==> config.mk <==
export PLATFORM = sky130hd
export DESIGN_NAME = rc4kg_ctrl
export DESIGN_NICKNAME = d
export VERILOG_FILES = /design/src/hw/rtl/rc4_keystream_generator_unit_macros.svh /design/src/hw/rtl/rc4kg_pkg.sv /design/src/hw/rtl/rc4kg_ctrl.sv
export SDC_FILE = /design/constraint.sdc
export NUM_CORES = 1
export LEC_CHECK = 0
export BUFFER_PORTS_ARGS = -buffer_cell sky130_fd_sc_hd__buf_2
export CAP_MARGIN = 25
export CORE_AREA = 2 2 39 41
export CTS_CLUSTER_DIAMETER = 100
export DETAILED_ROUTE_END_ITERATION = 16
export DIE_AREA = 0 0 41 43
export PLACE_DENSITY = 0.69
export SETUP_SLACK_MARGIN = 0.5
export SYNTH_ARGS = -nofsm -noshare
export SYNTH_HDL_FRONTEND = slang
export SYNTH_SLANG_ARGS = --single-unit
==> constraint.sdc <==
create_clock -name clock -period 1.45 [get_ports clock]
set_input_delay 0.29 -clock clock [delete_from_list [all_inputs] [get_ports clock]]
set_output_delay 0.29 -clock clock [all_outputs]
set_load 0.02 [all_outputs]
==> src/hw/rtl/rc4_keystream_generator_unit_macros.svh <==
// Assertion macros used by the RC4 keystream generator top level.
`ifndef RC4_KEYSTREAM_GENERATOR_UNIT_MACROS_SVH
`define RC4_KEYSTREAM_GENERATOR_UNIT_MACROS_SVH

// Consequent must hold in the same cycle as the antecedent.
`define RC4KG_ASSERT_SAME(label, clk, rst, ante, cons, msg) \
   label: assert property (@(posedge clk) disable iff (rst) (ante) |-> (cons)) \
      else $error(msg);

// Consequent must hold in the cycle after the antecedent.
`define RC4KG_ASSERT_NEXT(label, clk, rst, ante, cons, msg) \
   label: assert property (@(posedge clk) disable iff (rst) (ante) |=> (cons)) \
      else $error(msg);

`endif

==> src/hw/rtl/rc4kg_pkg.sv <==
// Shared types and constants of the RC4 keystream generator.
package rc4kg_pkg;

   localparam int TABLE_SIZE_DEF = 256;
   localparam int BYTE_W         = 8;
   localparam int CMD_W          = 2;
   localparam int KEY_LEN_W      = 9;
   localparam int KEY_LEN_RESET  = 16;

   localparam int REQ_TDATA_W    = 24;
   localparam int RSP_TDATA_W    = 8;

   localparam int CSR_ADDR_W     = 3;
   localparam int CSR_DATA_W     = 32;
   localparam int CSR_IDX_W      = 1;

   localparam logic [CSR_IDX_W-1:0] CSR_IDX_KEY_LENGTH = 1'b0;

   localparam logic [CMD_W-1:0] CMD_LOAD     = 2'd0;
   localparam logic [CMD_W-1:0] CMD_SCHEDULE = 2'd1;
   localparam logic [CMD_W-1:0] CMD_GENERATE = 2'd2;

   // Datapath operations, one per controller step.
   typedef enum logic [3:0] {
      OP_NONE,
      OP_KEY_WR,
      OP_IDENT,
      OP_KRD_K,
      OP_KRD_J,
      OP_KWR_K,
      OP_KWR_J,
      OP_GRD_I,
      OP_GRD_J,
      OP_GWR_I,
      OP_GWR_J
   } dp_op_type;

   typedef struct packed {
      dp_op_type op;
      logic      capture;
      logic      res_load;
      logic      res_status;
   } dp_cmd_type;

   typedef struct packed {
      logic keyed;
      logic sweep_last;
      logic out_free;
   } dp_status_type;

endpackage

==> src/hw/rtl/rc4kg_ctrl.sv <==
// Controller state machine sequencing load, key schedule and generate.
module rc4kg_ctrl (
   input  logic                           clock,
   input  logic                           reset,
   input  logic                           req_tvalid,
   output logic                           req_tready,
   input  logic [rc4kg_pkg::CMD_W-1:0]    req_cmd,
   input  rc4kg_pkg::dp_status_type       dp_status,
   output rc4kg_pkg::dp_cmd_type          dp_cmd
);
   import rc4kg_pkg::*;

   typedef enum logic [3:0] {
      ST_IDLE,
      ST_KEY_WR,
      ST_IDENT,
      ST_KRD_K,
      ST_KRD_J,
      ST_KWR_K,
      ST_KWR_J,
      ST_GRD_I,
      ST_GRD_J,
      ST_GWR_I,
      ST_GWR_J,
      ST_FINISH
   } state_type;

   state_type state_ff, state_in;
   logic      refused_ff, refused_in;
   logic      accept;

   assign req_tready = (state_ff == ST_IDLE);
   assign accept     = req_tvalid && req_tready;

   always_comb begin
      state_in           = state_ff;
      refused_in         = refused_ff;
      dp_cmd.op          = OP_NONE;
      dp_cmd.capture     = accept;
      dp_cmd.res_load    = 1'b0;
      dp_cmd.res_status  = refused_ff;

      unique case (state_ff)
         ST_IDLE: begin
            if (accept) begin
               refused_in = 1'b0;
               unique case (req_cmd)
                  CMD_LOAD: begin
                     state_in = ST_KEY_WR;
                  end
                  CMD_SCHEDULE: begin
                     state_in = ST_IDENT;
                  end
                  CMD_GENERATE: begin
                     if (dp_status.keyed) begin
                        state_in = ST_GRD_I;
                     end else begin
                        refused_in = 1'b1;
                        state_in   = ST_FINISH;
                     end
                  end
                  default: begin
                     state_in = ST_FINISH;
                  end
               endcase
            end
         end
         ST_KEY_WR: begin
            dp_cmd.op = OP_KEY_WR;
            state_in  = ST_FINISH;
         end
         ST_IDENT: begin
            dp_cmd.op = OP_IDENT;
            if (dp_status.sweep_last) begin
               state_in = ST_KRD_K;
            end
         end
         ST_KRD_K: begin
            dp_cmd.op = OP_KRD_K;
            state_in  = ST_KRD_J;
         end
         ST_KRD_J: begin
            dp_cmd.op = OP_KRD_J;
            state_in  = ST_KWR_K;
         end
         ST_KWR_K: begin
            dp_cmd.op = OP_KWR_K;
            state_in  = ST_KWR_J;
         end
         ST_KWR_J: begin
            dp_cmd.op = OP_KWR_J;
            state_in  = dp_status.sweep_last ? ST_FINISH : ST_KRD_K;
         end
         ST_GRD_I: begin
            dp_cmd.op = OP_GRD_I;
            state_in  = ST_GRD_J;
         end
         ST_GRD_J: begin
            dp_cmd.op = OP_GRD_J;
            state_in  = ST_GWR_I;
         end
         ST_GWR_I: begin
            dp_cmd.op = OP_GWR_I;
            state_in  = ST_GWR_J;
         end
         ST_GWR_J: begin
            dp_cmd.op = OP_GWR_J;
            state_in  = ST_FINISH;
         end
         ST_FINISH: begin
            // Hold here until the result register can take the result.
            if (dp_status.out_free) begin
               dp_cmd.res_load = 1'b1;
               state_in        = ST_IDLE;
            end
         end
         default: begin
            state_in = ST_IDLE;
         end
      endcase
   end

   always_ff @(posedge clock) begin
      if (reset) begin
         state_ff   <= ST_IDLE;
         refused_ff <= 1'b0;
      end else begin
         state_ff   <= state_in;
         refused_ff <= refused_in;
      end
   end

endmodule

==> flow_summary_export.csv <==
group,metric,value,unit
power_and_ir_drop,p_per_area,2120,mW/mm^2
yosys,synth_fp_nets,65,
worst_setup_path,endpoint_kind,"output port",
timing,fin_skew,0.00389,ns
floorplan,dieArea,0.00176,mm^2
worst_setup_path,startpoint,"state_ff[3]",
yosys,synthFlopType,"dfxtp_1",
worst_hold_path,hold_path_end,"refused_ff",
global_route,grt_pass1_vias,563,
worst_hold_path,hold_path_depth,2,
floorplan,start_util,32.5,%
floorplan,dieWidth,41,um
cells_and_area,antennaDiodeCount,0,
floorplan,num_rows,14,
route,drt_first_pass_iters,5,
route,num_vias,585,
yosys,synth_top_family_by_area,"simple AND/OR/NAND/NOR gates",
yosys,yosysWarningCount,0,
timing,rsz0062_at_grt,"yes",
floorplan,die_h,43,um
worst_setup_path,crit_type,"flip-flop to output port",
yosys,synth-compound-area-share,23.6,%
timing,layout_min_cycle_time,1.49,ns
place,dp_slack,0.0356,ns
floorplan,core_area,0.00138,mm^2
timing,max_freq,0.669,GHz
yosys,yosys_register_bits,5,
worst_setup_path,r2r-start,"state_ff[3]",
route,drc,0,
yosys,synth_edf_count,0,
timing,slew_violations,0,
global_route,grt_start_max_net_pins,12,
run_status,status,"complete, but fails checks",
timing,finalSetupTns,-0.109,ns
worst_setup_path,cp_slowest_cell,"dfxtp_4",
worst_hold_path,hold_start,"reset",
yosys,yosysUniqueCellTypes,33,
place,portBuffers,15,
job,cap_violations,0,
worst_setup_path,reg2reg_slack,-0.02,ns
place,gp_congestion,0.751,
clock_tree,cts_made_buffers,3,
clock_tree,cts_sinks,5,
worst_setup_path,required,1.16,ns
place,dpl.hpwl,795,um
worst_setup_path,cp_slowest_stage_delay,0.36,ns
route,viasPerCell,5.37,
timing,fin_crit_sh,103,%
yosys,yosys.area_share.simple,38.9,%
worst_setup_path,crit_chain,"nor4_4 -> and2_4 -> buf_6",
yosys,synth_fa_ha_area_share,0,%
global_route,antenna_found_initial,0,
worst_setup_path,start_kind,"flip-flop",
worst_setup_path,rr_worst_depth,6,
worst_hold_path,min_path_type,"primary input to flip-flop",
timing,hold_viol,0,
cells_and_area,num-fill-cells,114,
clock_tree,insertion_delay,0.25,ns
cells_and_area,syn2layout_area_growth,92.5,%
yosys,ys_seq_area_share,22.2,%
global_route,grt_remaining_overflow,0,
clock_tree,clkSlewWorstSetupHoldPaths,0.05,ns
yosys,syn_avg_cell_area,7.90,um^2
yosys,async_flop_share,0,%
timing,tightest_slew,0.226,ns
clock_tree,cts_buffer_depth,2,
timing,final-setup-viol-count,4,
yosys,syn_inst,57,
worst_setup_path,cp_max_fo,5,
worst_setup_path,worstPathArrival,1.20,ns
route,wl_per_cell,13.9,um
worst_setup_path,reg2reg_to,"state_ff[3]",
route,routed_wirelength,1.52,mm
floorplan,ioPinCount,16,
global_route,grt_use_total,18.2,%
yosys,synth-xor-area-share,0,%
clock_tree,cts-root-buf,"clkbuf_4",
route,drt_iter0_drc,10,
power_and_ir_drop,power.leakage,0.371,nW
cells_and_area,layout-drive-gt1-share,68.8,%
yosys,muxShareOfSynthArea,2.22,%
power_and_ir_drop,ir_drop,0.902,mV
cells_and_area,nNetsFinal,102,
timing,layout_setup_ws,-0.0449,ns
timing,slew_headroom,84.9,%
global_route,grt_pass1_wl,2.25,mm
clock_tree,cts_max_level,1,
yosys,synth_area,450,um^2
clock_tree,tritoncts,"built",
route,detail-route-antenna-nets,0,
run_status,violations,"setup timing",
power_and_ir_drop,totalPowerFinal,1.84,mW
-- routing by layer --
metal,track usage [%],wire length (um),vias up
met5,0,0,-
met4,5.33,12,0
met3,7.33,75,3
met2,27.8,771,20
met1,22.6,657,280
li1,-,-,282
-- synth_stat cells, types with 2 or more instances --
library cell,count,share of area (%)
a21oi_1,3,3.3
and2_1,4,5.6
buf_4,3,5.0
dfxtp_1,5,22
inv_1,4,3.3
nand4b_1,2,3.9
nor2_1,5,4.2
nor3b_1,2,3.3
o21ai_0,5,5.6
-- worst max-delay path by stage --
stage	endpoint	slack [ns]	cells after the start
finish	dp_cmd[2]	-0.04	3
global route	dp_cmd[2]	-0.09	3
CTS	dp_cmd[2]	-0.04	3
detailed placement	state_ff[3]	0.04	5
global placement	state_ff[3]	0.06	5
floorplan	dp_cmd[2]	0.02	3
-- sequential cells by signal, indices dropped and copies added, names as in the netlist --
register,flops
refused_ff,1
state_ff,4
-- layout by cell type (no fill, tap or decap), types with 2 or more instances in the layout --
cell,n
inv_1,3
buf_6,13
buf_4,18
o21ai_0,2
dfxtp_4,4
nor2_1,4
and2_4,4
a21oi_1,2
nor3b_1,2
clkbuf_4,3
nand4b_1,2
buf_2,7
-- what timing repair did --
item / in CTS / in global routing
pin swaps: 8 / 7
gates resized for setup: 29 / 4
hold endpoints to repair: 0 / 0
endpoints found under the setup margin: 13 / 13
hold buffers: 0 / 0
buffers inserted: 17 / 4
-- cells by family after synthesis --
kind of cell / count (synthesis)
AO/OA/AOI/OAI: 15
buffers and inverters: 10
flip-flops: 5
multiplexers: 1
AND/OR/NAND/NOR: 26
-- final cells by class --
cell class	instances	area (um^2)	share of cell area, %
well taps	16	20.0	2.31
inverters	4	17.5	2.02
clock buffers	3	22.5	2.60
repair buffers	38	317	36.5
clock inverters	1	5.00	0.577
multi-input cells	42	369	42.6
flip-flops and latches	5	116	13.4
-- worst max-delay path: cells and delay by family, from the launching register on --
kind          cells  cell delay [ns]
buf+inv           1             0.11
simple gates      2             0.48
flops             1             0.36
-- where the power goes --
group | internal, mW | switching (mW)
logic | 0.779 | 0.587
clock network | 0.100 | 0.0665
registers | 0.209 | 0.0992
total | 1.09 | 0.753
-- stage by stage --
step	utilization (%)	instance area (um^2)	std cells	hold WS [ns]
2_1_floorplan	-	522	57	0.352
3_3_place_gp	40.9	566	84	0.479
3_5_place_dp	40.9	566	84	0.488
4_1_cts	59.1	818	105	0.267
5_1_grt	62.7	867	109	0.290
6_report	62.7	867	109	0.294
(Power assumes the default switching activity.)
