**src/hw/rtl/rc4_keystream_generator_unit_macros.svh**
```systemverilog
// Assertion macros used by the RC4 keystream generator top level.
`ifndef RC4_KEYSTREAM_GENERATOR_UNIT_MACROS_SVH
`define RC4_KEYSTREAM_GENERATOR_UNIT_MACROS_SVH

// Consequent must hold in the same cycle as the antecedent.
`define RC4KG_ASSERT_SAME(label, clk, rst, ante, cons, msg) \
   label: assert property (@(posedge clk) disable iff (rst) (ante) |-> (cons)) \
      else $error(msg);

// Consequent must hold in the cycle after the antecedent.
`define RC4KG_ASSERT_NEXT(label, clk, rst, ante, cons, msg) \
   label: assert property (@(posedge clk) disable iff (rst) (ante) |=> (cons)) \
      else $error(msg);

`endif

```
**src/hw/rtl/rc4kg_pkg.sv**
```systemverilog
// Shared types and constants of the RC4 keystream generator.
package rc4kg_pkg;

   localparam int TABLE_SIZE_DEF = 256;
   localparam int BYTE_W         = 8;
   localparam int CMD_W          = 2;
   localparam int KEY_LEN_W      = 9;
   localparam int KEY_LEN_RESET  = 16;

   localparam int REQ_TDATA_W    = 24;
   localparam int RSP_TDATA_W    = 8;

   localparam int CSR_ADDR_W     = 3;
   localparam int CSR_DATA_W     = 32;
   localparam int CSR_IDX_W      = 1;

   localparam logic [CSR_IDX_W-1:0] CSR_IDX_KEY_LENGTH = 1'b0;

   localparam logic [CMD_W-1:0] CMD_LOAD     = 2'd0;
   localparam logic [CMD_W-1:0] CMD_SCHEDULE = 2'd1;
   localparam logic [CMD_W-1:0] CMD_GENERATE = 2'd2;

   // Datapath operations, one per controller step.
   typedef enum logic [3:0] {
      OP_NONE,
      OP_KEY_WR,
      OP_IDENT,
      OP_KRD_K,
      OP_KRD_J,
      OP_KWR_K,
      OP_KWR_J,
      OP_GRD_I,
      OP_GRD_J,
      OP_GWR_I,
      OP_GWR_J
   } dp_op_type;

   typedef struct packed {
      dp_op_type op;
      logic      capture;
      logic      res_load;
      logic      res_status;
   } dp_cmd_type;

   typedef struct packed {
      logic keyed;
      logic sweep_last;
      logic out_free;
   } dp_status_type;

endpackage

```
**src/hw/rtl/rc4kg_csr.sv**
```systemverilog
// Configuration register block holding the key length.
module rc4kg_csr (
   input  logic                               clock,
   input  logic                               reset,
   input  logic                               csr_psel,
   input  logic                               csr_penable,
   input  logic                               csr_pwrite,
   input  logic [rc4kg_pkg::CSR_ADDR_W-1:0]   csr_paddr,
   input  logic [rc4kg_pkg::CSR_DATA_W-1:0]   csr_pwdata,
   output logic [rc4kg_pkg::CSR_DATA_W-1:0]   csr_prdata,
   output logic                               csr_pready,
   output logic [rc4kg_pkg::KEY_LEN_W-1:0]    key_length
);
   import rc4kg_pkg::*;

   logic [KEY_LEN_W-1:0] key_length_ff;
   logic [KEY_LEN_W-1:0] key_length_in;
   logic [CSR_IDX_W-1:0] reg_idx;
   logic                 wr_fire;

   assign reg_idx    = csr_paddr[CSR_ADDR_W-1:2];
   assign wr_fire    = csr_psel && csr_penable && csr_pwrite;
   assign csr_pready = 1'b1;
   assign key_length = key_length_ff;

   always_comb begin
      key_length_in = key_length_ff;
      if (wr_fire && (reg_idx == CSR_IDX_KEY_LENGTH)) begin
         key_length_in = csr_pwdata[KEY_LEN_W-1:0];
      end
   end

   always_comb begin
      csr_prdata = '0;
      if (reg_idx == CSR_IDX_KEY_LENGTH) begin
         csr_prdata = CSR_DATA_W'(key_length_ff);
      end
   end

   always_ff @(posedge clock) begin
      if (reset) begin
         key_length_ff <= KEY_LEN_W'(KEY_LEN_RESET);
      end else begin
         key_length_ff <= key_length_in;
      end
   end

endmodule

```
**config.mk**
```make
export PLATFORM = sky130hd
export DESIGN_NAME = rc4kg_csr
export DESIGN_NICKNAME = d
export VERILOG_FILES = /design/src/hw/rtl/rc4_keystream_generator_unit_macros.svh /design/src/hw/rtl/rc4kg_pkg.sv /design/src/hw/rtl/rc4kg_csr.sv
export SDC_FILE = /design/constraint.sdc
export NUM_CORES = 1
export LEC_CHECK = 0
export BUFFER_PORTS_ARGS = -buffer_cell sky130_fd_sc_hd__buf_2
export CORE_MARGIN = 10
export CORE_UTILIZATION = 32
export CTS_CLUSTER_SIZE = 14
export DETAILED_ROUTE_END_ITERATION = 8
export GPL_TIMING_DRIVEN = 0
export HOLD_SLACK_MARGIN = 0.12
export PLACE_DENSITY = 0.79
export SKIP_CTS_REPAIR_TIMING = 1
export SYNTH_ARGS = -nofsm -noshare
export SYNTH_HDL_FRONTEND = slang
export SYNTH_SLANG_ARGS = --single-unit
```
**constraint.sdc**
```tcl
create_clock -name clock -period 0.95 [get_ports clock]
set_input_delay 0.1425 -clock clock [delete_from_list [all_inputs] [get_ports clock]]
set_output_delay 0.1425 -clock clock [all_outputs]
set_load 0.01 [all_outputs]
```
==> flow_summary.ini, run 1 <==
[routing]
drtIter0Drc = 11
route.detailed.drc = 0
wirelength_um = 1980
highest_layer = met3
dr.pass1.iters = 2
routed-wl-met3_um = 318
wl_met2_um = 914
wl_per_cell_um = 12.1
wl_met1_um = 751
drt.antenna.violating_nets = 0
viasPerCell = 3.66
via_count = 600

[placed_design]
placed_cells = 155
port_buffers = 32
dpl_worst_slack_ns = -0.0703
gp_congestion = 0.657
postPlaceCellArea_sq_um = 946
dp_hpwl_um = 1570

[synthesis]
syn_avg_cell_area_sq_um = 9.05
syn_inst = 74
ys_warn_count = 0
yosys.area.top_type = dfxtp_1
synth_enable_flop_cells = 0
yosysMostFrequentCell = buf_4
synth_flop_cell = dfxtp_1
async_reset_ff_share_pct = 0
synth_common_cells = buf_4 (24), nand2b_1 (16), and2b_2 (9), dfxtp_1 (9), mux2i_1 (9)
ys_types = 10
synth_top_area_share_pct = 26.9
ys_ff_latch = 9
synth_seq_area_share_pct = 26.9
syn_area_sq_um = 669
synth.area.top_cells = dfxtp_1 (27%), buf_4 (27%), nand2b_1 (15%)

[worst_setup_path]
r2r-end = key_length[8]
cpPeakStageDelay_ns = 0.33
r2r_cells = 4
cpLargestDelayFamily = flip-flops
critPathBufInv = 1
criticalPathCategory = reg -> out
ff2ff_setup_slack_ns = 0.18
reg2reg_from = key_length[8]
cp_slowest_cell = dfxtp_2
worstPathCellList = and2b_2 -> buf_6
critPathMaxFanout = 3
setup.worst_path.end_class = output port
start_kind = register
arrival_ns = 0.90
worstPathRequired_ns = 0.81

[grt]
track_usage_pct = 8.66
grt_pass1_vias = 634
grt_pass1_wl_um = 2950
antenna_found_initial = 0
overflow = 0
grt_max_degree = 11

[clock_tree]
clockBufferDepth = 2
cts_sinks = 9
cts_made_buffers = 3
path_clk_slew_ns = 0.07
cts_root_buf = clkbuf_4
clock_latency_ns = 0.26
cts_tree = yes
htreeDepth = 1

[timing]
maxSlewViolCount = 0
finalCriticalPeriod_ns = 1.04
clock.fmax_mhz = 959
rsz0062_at_grt = yes
hold_viol = 0
worst_slack_ns = -0.0925
final.period_utilization_pct = 110
whs_ns = 0.126
fin_skew_ns = 0
fin_tns_setup_ns = -0.756
setup_violations = 9

[floorplanning]
core-area_sq_um = 1980
fp.dieH_um = 65.7
die_w_um = 65.7
initial_core_util_pct = 33.8
io_pins = 82
rows = 16
dieArea_sq_um = 4320

[cells_and_area]
largest_reg_flops = 9
design_area_sq_um = 1100
antenna_cells = 0
postLayoutCoreUtil_pct = 55.5
drive_gt1_share_pct = 59.9
layout.nets = 178
instances_no_fill = 164
syn2layout_area_growth_pct = 64.3

[min_path]
hp-class = in -> reg
hold_path.startpoint = csr_pwdata[2]
hold_path_end = key_length[2]
holdPathStages = 3

[status]
outcome = finished, violations left
violations = negative setup slack

[pwr]
peakVddDrop_mv = 0.523
leakage_nw = 0.605
power_density_nw_per_um2 = 874
p_total_uw = 962

[run]
drv_cap = 0
[layer usage]
metal / GRT usage, % / vias to the layer above
met2: 13.8 / 38
met3: 6.95 / 0
met5: 0 / -
met4: 3.21 / 0
li1: - / 306
met1: 8.18 / 256
[worst min-delay path: cells and delay by family]
family / cells / cell delay, ns
buffers and inverters: 1 / 0.09
muxes: 1 / 0.06
and+or+nand+nor: 1 / 0.05
[report_power, final]
group	switching [mW]	internal [mW]	total, mW
sequential	0.00546	0.387	0.392
clock	0.150	0.162	0.312
combinational	0.113	0.145	0.257
[worst max-delay path by stage]
stage                       start       endpoint  slack (ns)  cells past startpoint
floorplan            csr_paddr[2]  key_length[0]        0.19                      3
global placement     csr_paddr[2]  key_length[7]       -0.04                      4
detailed placement   csr_paddr[2]  key_length[4]       -0.07                      4
CTS                 key_length[2]  csr_prdata[2]       -0.12                      2
global route        key_length[0]  csr_prdata[0]       -0.14                      2
finish              key_length[2]  csr_prdata[2]       -0.09                      2
[cells by family after synthesis]
| logic type | after synthesis | share of synthesized area, % |
|---|---|---|
| AND/OR/NAND/NOR | 28 | 29.3 |
| buffers and inverters | 26 | 29.2 |
| multiplexers | 9 | 13.5 |
| flip-flops | 9 | 26.9 |
| other | 2 | 1.12 |
[cell usage in the layout (no fill, tap or decap)]
master	n
and4b_1	1
buf_4	26
buf_2	21
clkbuf_1	2
nor2_1	2
nand2b_1	16
buf_6	14
conb_1	24
dfxtp_2	9
clkbuf_4	3
dlygate4sd3_1	1
and2b_2	9
mux2i_1	9
[cell type report]
type	count	area [sq um]
plain buffers	26	195
repair buffers	37	277
clock buffers	4	26.3
well taps	27	33.8
flip-flops and latches	9	191
multi-input cells	61	377
fillers	184	882
Note: power is estimated with default switching activity, not from simulation.
==> inputs of run 2 (changes only) <==
Settings changed: PLACE_DENSITY 0.79 to 0.81.
Clock period 0.95 ns to 1 ns, I/O delays scaled along.
==> run 2 against run 1 <==
The flow still finishes with violations (negative setup slack). Clock skew stayed put. Via count is 3.0% lower. Global-route usage is 0.29 points lower. Critical path depth stayed put. Clock power is 11% lower. Combinational power is 7% lower. Count of clock-buffer cells in the layout stayed put. Power is 7.4% lower. Final cell count is 0.61% lower. Critical path type unchanged. Largest cell class unchanged. Highest routed layer unchanged.
==> flow_summary.ini, run 2 (synthesis results as in run 1) <==
[floorplanning]
initial_core_util_pct = 33.8
io_pins = 82
rows = 16
core-area_sq_um = 1980
dieArea_sq_um = 4320
fp.dieH_um = 65.7
die_w_um = 65.7

[routing]
drtIter0Drc = 4
drt.antenna.violating_nets = 0
viasPerCell = 3.57
wl_per_cell_um = 11.7
wl_met2_um = 952
wl_met1_um = 614
highest_layer = met3
wirelength_um = 1910
via_count = 582
dr.pass1.iters = 2
route.detailed.drc = 0
routed-wl-met3_um = 346

[timing]
worst_slack_ns = -0.0359
hold_viol = 0
setup_violations = 9
fin_skew_ns = 0
whs_ns = 0.143
rsz0062_at_grt = yes
clock.fmax_mhz = 965
finalCriticalPeriod_ns = 1.04
maxSlewViolCount = 0
final.period_utilization_pct = 104

[cells_and_area]
instances_no_fill = 163
postLayoutCoreUtil_pct = 54.3
syn2layout_area_growth_pct = 60.7
layout.nets = 177
final_cell_mix = buf_4 (28), conb_1 (24), buf_2 (22)
design_area_sq_um = 1080
layout_commonest_cell = buf_4
drive_gt1_share_pct = 60.3
largest_reg_flops = 9
antenna_cells = 0
nFillCells = 200

[worst_setup_path]
arrival_ns = 0.89
start_kind = register
setup.worst_path.end_class = output port
critPathMaxFanout = 3
criticalPathCategory = reg -> out
worstPathRequired_ns = 0.85

[grt]
grt_pass1_wl_um = 2890
track_usage_pct = 8.36
overflow = 0
grt_pass1_vias = 610
antenna_found_initial = 0
grt_max_degree = 11

[clock_tree]
clockBufferDepth = 2
path_clk_slew_ns = 0.06
cts_root_buf = clkbuf_4
clock_latency_ns = 0.25
cts_made_buffers = 3
htreeDepth = 1
cts_tree = yes
cts_sinks = 9

[status]
violations = negative setup slack
outcome = finished, violations left

[placed_design]
port_buffers = 32
gp_congestion = 0.704
postPlaceCellArea_sq_um = 946
dp_hpwl_um = 1560
placed_cells = 155

[pwr]
peakVddDrop_mv = 0.467
power_density_nw_per_um2 = 828
leakage_nw = 0.598

[min_path]
hp-class = in -> reg

[run]
drv_cap = 0
[run 2: cell count changes in the layout (fill, tap and decap cells not counted)]
cell / previous run / this run
buf_2: 21 / 22
buf_4: 26 / 28
buf_6: 14 / 11
dlygate4sd3_1: 1 / 0
[run 2: path summary, 6_finish.rpt]
path | from | endpoint | slack, ns | cells past startpoint
setup / recovery | key_length[5] | csr_prdata[5] | -0.04 | 2
hold / removal | csr_pwdata[7] | key_length[7] | 0.14 | 3
setup reg to reg | key_length[4] | key_length[4] | 0.27 | 3
hold reg to reg | key_length[5] | key_length[5] | 0.48 | 2
[run 2: per-layer routing]
metal	up-vias	global-route usage [%]
li1	306	-
met1	241	6.99
met2	35	14.3
met3	0	7.46
met4	0	2.41
met5	-	0
[run 2: cell type report]
cell class | count | area, sq um | area share [%]
multi-input combinational | 61 | 377 | 35.0
clock buffer | 4 | 26.3 | 2.44
timing repair buffer | 36 | 253 | 23.5
tap | 27 | 33.8 | 3.14
sequential | 9 | 191 | 17.8
buffer | 26 | 195 | 18.1
[run 2: report_power, final]
part	total (mW)	internal, mW	switching [mW]
Clock	0.279	0.154	0.125
Combinational	0.239	0.133	0.106
Sequential	0.373	0.368	0.00495
Total	0.891	0.654	0.236
[run 2: worst max-delay path, cell delays in order (launching register included)]
cell	delay, ns
dfxtp_2	0.32
and2b_2	0.19
buf_6	0.12
[run 2: metrics by stage]
stage	setup TNS (ns)	setup slack [ns]	power, mW
finish	-0.266	-0.0359	0.891
floorplan	0	0.232	0.541
global route	-0.726	-0.0859	0.973
detailed placement	-0.0461	-0.0135	0.596
global placement	0	0.0149	0.593
CTS	-0.491	-0.0683	0.878
